--- src/hw/rtl/rala_locate.sv ---
// Maps an element index to its data block number and offset.
module rala_locate (
  input  logic [9:0] idx_i,
  output logic [7:0] blk_o,
  output logic [9:0] off_o
);

  logic [10:0] r;
  logic [3:0]  k;
  logic [3:0]  half;
  logic [3:0]  up;
  logic [11:0] b;
  logic [11:0] e;
  logic [11:0] p;
  logic [11:0] sum;

  always_comb begin
    r = 11'(idx_i) + 11'd1;
    k = 4'd0;
    for (int i = 1; i < 11; i++) begin
      if (r[i]) k = 4'(i);
    end
    half = k >> 1;
    up   = k - half;
    b    = (12'(r) >> up) & ((12'd1 << half) - 12'd1);
    e    = 12'(r) & ((12'd1 << up) - 12'd1);
    p    = (12'd1 << (half + 4'd1)) - 12'd2 + (k[0] ? (12'd1 << half) : 12'd0);
    sum  = p + b;
    blk_o = sum[7:0];
    off_o = e[9:0];
  end

endmodule
--- config.mk ---
export PLATFORM = sky130hd
export DESIGN_NAME = rala_locate
export DESIGN_NICKNAME = d
export VERILOG_FILES = /design/src/hw/rtl/rala_locate.sv
export SDC_FILE = /design/constraint.sdc
export NUM_CORES = 1
export LEC_CHECK = 0
export BUFFER_PORTS_ARGS = -buffer_cell sky130_fd_sc_hd__buf_2
export CAP_MARGIN = 40
export CORE_ASPECT_RATIO = 0.75
export CORE_MARGIN = 8
export CORE_UTILIZATION = 40
export DETAILED_ROUTE_END_ITERATION = 10
export GPL_TIMING_DRIVEN = 0
export MAX_ROUTING_LAYER = met4
export PLACE_DENSITY_LB_ADDON = 0.3
export SYNTH_ARGS = -nofsm -noshare
export SYNTH_HDL_FRONTEND = slang
export SYNTH_SLANG_ARGS = --single-unit
export TNS_END_PERCENT = 30
--- constraint.sdc ---
create_clock -name vclk -period 13.88
set_input_delay 2.082 -clock vclk [all_inputs]
set_output_delay 2.082 -clock vclk [all_outputs]
set_load 0.03 [all_outputs]
==> results.md <==
* Result of the run: complete, no violations
* Total power draw at 223 uW
* Category of the most critical setup path: input port to output port
* RSZ-0062 raised after global routing: false
* # nets final at 348
* Top cell type by total area after synthesis: sky130_fd_sc_hd__ha_1
* Maximum fanout along the worst path at 10
* Power per Cell Area at 106 nW/um^2
* Pin count of the biggest net entering global routing at 13
* Endpoint of the most critical setup path: blk_o[7]
* Final cycle utilization of the critical path at 0.769
* Count of synthesis-stage warnings from yosys at 0
* Global placer's final weighted congestion at 0.909
* Final-layout fill cell count at slightly below 500
* Top-area cell type share of the netlist area at 0.178
* Final routed DRC violation total at 0
* Die height at 75.7 um
* Number of iterations in the first detailed-routing pass at 7
* Worst min-delay path category: input port to output port
* Power share of the clock group at 0
* Sequential area share after synthesis at 0
* Flip-flop and latch area at 0 sq um
* Post-DR vias/cell at 5.51
* Number of cell rows at 21
* Distinct cells, synth at 50
* Worst-Margin Slew at 737 ps
* Total global routing track utilization at 0.145
* Cell types with the highest counts after synthesis: sky130_fd_sc_hd__nand2_1 (37), sky130_fd_sc_hd__ha_1 (27), sky130_fd_sc_hd__inv_1 (23), sky130_fd_sc_hd__nor2_1 (18), sky130_fd_sc_hd__a21oi_1 (17)
* Total number of sequential cells at 0
* Post-detailed-route wirelength per cell at 13.8 um
* Boundary Pins at 28
* Worst setup path start: idx_i[0]
* WP data required at 11,800 ps
* Wirelength, routed at 4.96 mm
* Worst hold start: idx_i[0]
* Switching share of power at 0.641
* Final setup violating endpoints at 0
* Net load switching power at 143 uW
* VDD IR-drop max at 0.0000589 V
* Final number of max-transition violations at 0
* Count of input and output buffers at 26
* Total congestion overflow after global routing at 0
* First-pass GRT wire length at 8.41 mm
* Signal arrival time at the worst endpoint at between 8000 and 9000 ps
* Most frequent cell after synthesis: sky130_fd_sc_hd__nand2_1
* Worst hold margin at 4570 ps
* Die Footprint at 7240 sq um
* Seq pwr share at 0
* Final hold vios at 0
* Layout clock buffers at 0
* Die Span X at 95.6 um
* Iteration-0 DRC count of the detailed router at about 150
* Average cell area after synthesis at 6.92 sq um
* Design internal power at 80.2 uW
* Growth of design area from synthesis to finish at 10.6%
* Synthesized netlist net count at 320
* Hold buffers post-CTS at 0
* Kind of capture point of the worst setup path: output port
* Post-detailed-placement half-perimeter wirelength at 4.21 mm
* Top cells by area, synth: sky130_fd_sc_hd__ha_1 (18%), sky130_fd_sc_hd__fa_1 (8.4%), sky130_fd_sc_hd__nand2_1 (7.3%)
* Comb power frac at 1.000
* Number of antenna diodes at 0
* Max_cap viols at 0
* Post-CTS setup-driven buffer insertion count at 0
* Vias in the first global route at 1,747
* Leakage component of the power at approximately 0.00095 uW
* Post-DRT Antenna Nets at 0
* Final period demand of the worst path at about 11,000 ps
* Post-synth design cell area at 1900 sq um
* CTS resizes at 0
* Fmax at 93.6 MHz
* Share of layout cells above drive strength 1 at 0.143
* Total negative slack at 0 ps
* Core box area at 4520 sq um
* Number of cells produced by synthesis at 275
* Number of vias in the routed layout at 1,972
* Max-Slew Margin vs Limit at 0.505
* Kind of start point of the critical path: input port
* Antenna violations before repair at 0
* Initial Util at 0.421
==> logic make-up after synthesis <==
| kind of cell | count (synthesis) | synth area share |
|---|---|---|
| buf+inv | 37 | 0.0803 |
| xor+xnor | 23 | 0.116 |
| compound gates | 65 | 0.225 |
| simple gates | 108 | 0.280 |
| mux | 7 | 0.0375 |
| fa+ha+maj | 35 | 0.262 |
==> metrics by stage <==
stage | instances | utilization | setup WS, ps | instance area [sq um]
after floorplan | 275 | - | 4150 | 1900
after global placement | 358 | 0.465 | 3300 | 2100
after detailed placement | 358 | 0.465 | 3210 | 2100
after CTS | 358 | 0.465 | 3210 | 2100
after global routing | 358 | 0.465 | 2700 | 2100
final | 358 | 0.465 | 3200 | 2100
==> worst min-delay path by stage <==
stage                to  slack [ps]  cells after the start
4_1_cts        off_o[0]        4570                      3
5_1_grt        off_o[0]        4600                      3
3_5_place_dp   off_o[0]        4570                      3
3_3_place_gp   off_o[0]        4570                      3
6_report       off_o[0]        4570                      3
2_1_floorplan  off_o[0]        4270                      1
==> power groups by stage <==
stage / registers, uW / clock network [uW] / logic, uW
final: 0 / 0 / 223
after floorplan: 0 / 0 / 177
after global placement: 0 / 0 / 223
after detailed placement: 0 / 0 / 225
after global routing: 0 / 0 / 251
after CTS: 0 / 0 / 226
==> worst max-delay path: stages <==
cell,delay [ps]
sky130_fd_sc_hd__buf_2,160
sky130_fd_sc_hd__ha_1,240
sky130_fd_sc_hd__nand4_1,180
sky130_fd_sc_hd__nor2_1,80
sky130_fd_sc_hd__xnor2_1,590
sky130_fd_sc_hd__o31ai_2,170
sky130_fd_sc_hd__a211oi_1,330
sky130_fd_sc_hd__or2_1,200
sky130_fd_sc_hd__inv_1,60
sky130_fd_sc_hd__ha_1,220
sky130_fd_sc_hd__fa_1,410
sky130_fd_sc_hd__xnor2_1,490
sky130_fd_sc_hd__clkbuf_1,420
sky130_fd_sc_hd__a21oi_1,140
sky130_fd_sc_hd__or3_1,380
sky130_fd_sc_hd__ha_1,230
sky130_fd_sc_hd__fa_1,560
sky130_fd_sc_hd__inv_1,60
sky130_fd_sc_hd__ha_1,280
sky130_fd_sc_hd__a21o_1,160
sky130_fd_sc_hd__a21oi_1,210
sky130_fd_sc_hd__o21bai_1,90
sky130_fd_sc_hd__a21oi_1,190
sky130_fd_sc_hd__xnor2_1,160
sky130_fd_sc_hd__xnor2_1,150
sky130_fd_sc_hd__xnor2_1,130
sky130_fd_sc_hd__buf_2,210
==> final cells by class <==
class                      count  area [sq um]  share of cell area
buffer                        13          62.6              0.0297
inverter                      24          90.1              0.0428
multi-input combinational    238          1750               0.832
tap                           57          71.3              0.0339
timing repair buffer          26           130              0.0619
==> layout by cell type (no fill, tap or decap), types with 4 or more instances in the layout <==
cell type and instances:
sky130_fd_sc_hd__o211ai_1 5, sky130_fd_sc_hd__a21oi_1 17, sky130_fd_sc_hd__xor2_1 9, sky130_fd_sc_hd__nor2_1 18
sky130_fd_sc_hd__fa_1 8, sky130_fd_sc_hd__nand2_1 37, sky130_fd_sc_hd__nand2b_1 4, sky130_fd_sc_hd__nor3_1 6
sky130_fd_sc_hd__clkbuf_1 9, sky130_fd_sc_hd__o22ai_1 4, sky130_fd_sc_hd__o21ai_1 4, sky130_fd_sc_hd__or2_1 5
sky130_fd_sc_hd__o21ai_0 9, sky130_fd_sc_hd__and2_1 6, sky130_fd_sc_hd__inv_1 23, sky130_fd_sc_hd__ha_1 27
sky130_fd_sc_hd__buf_2 28, sky130_fd_sc_hd__o21a_1 4, sky130_fd_sc_hd__xnor2_1 13, sky130_fd_sc_hd__nand3_1 13
sky130_fd_sc_hd__mux2i_1 6
==> metal layers <==
layer / part of all wire / global-route usage
met5: 0 / -
met4: 0 / 0
met3: 0.065 / 0.00295
met2: 0.40 / 0.206
met1: 0.54 / 0.231
(Power assumes the default switching activity.)
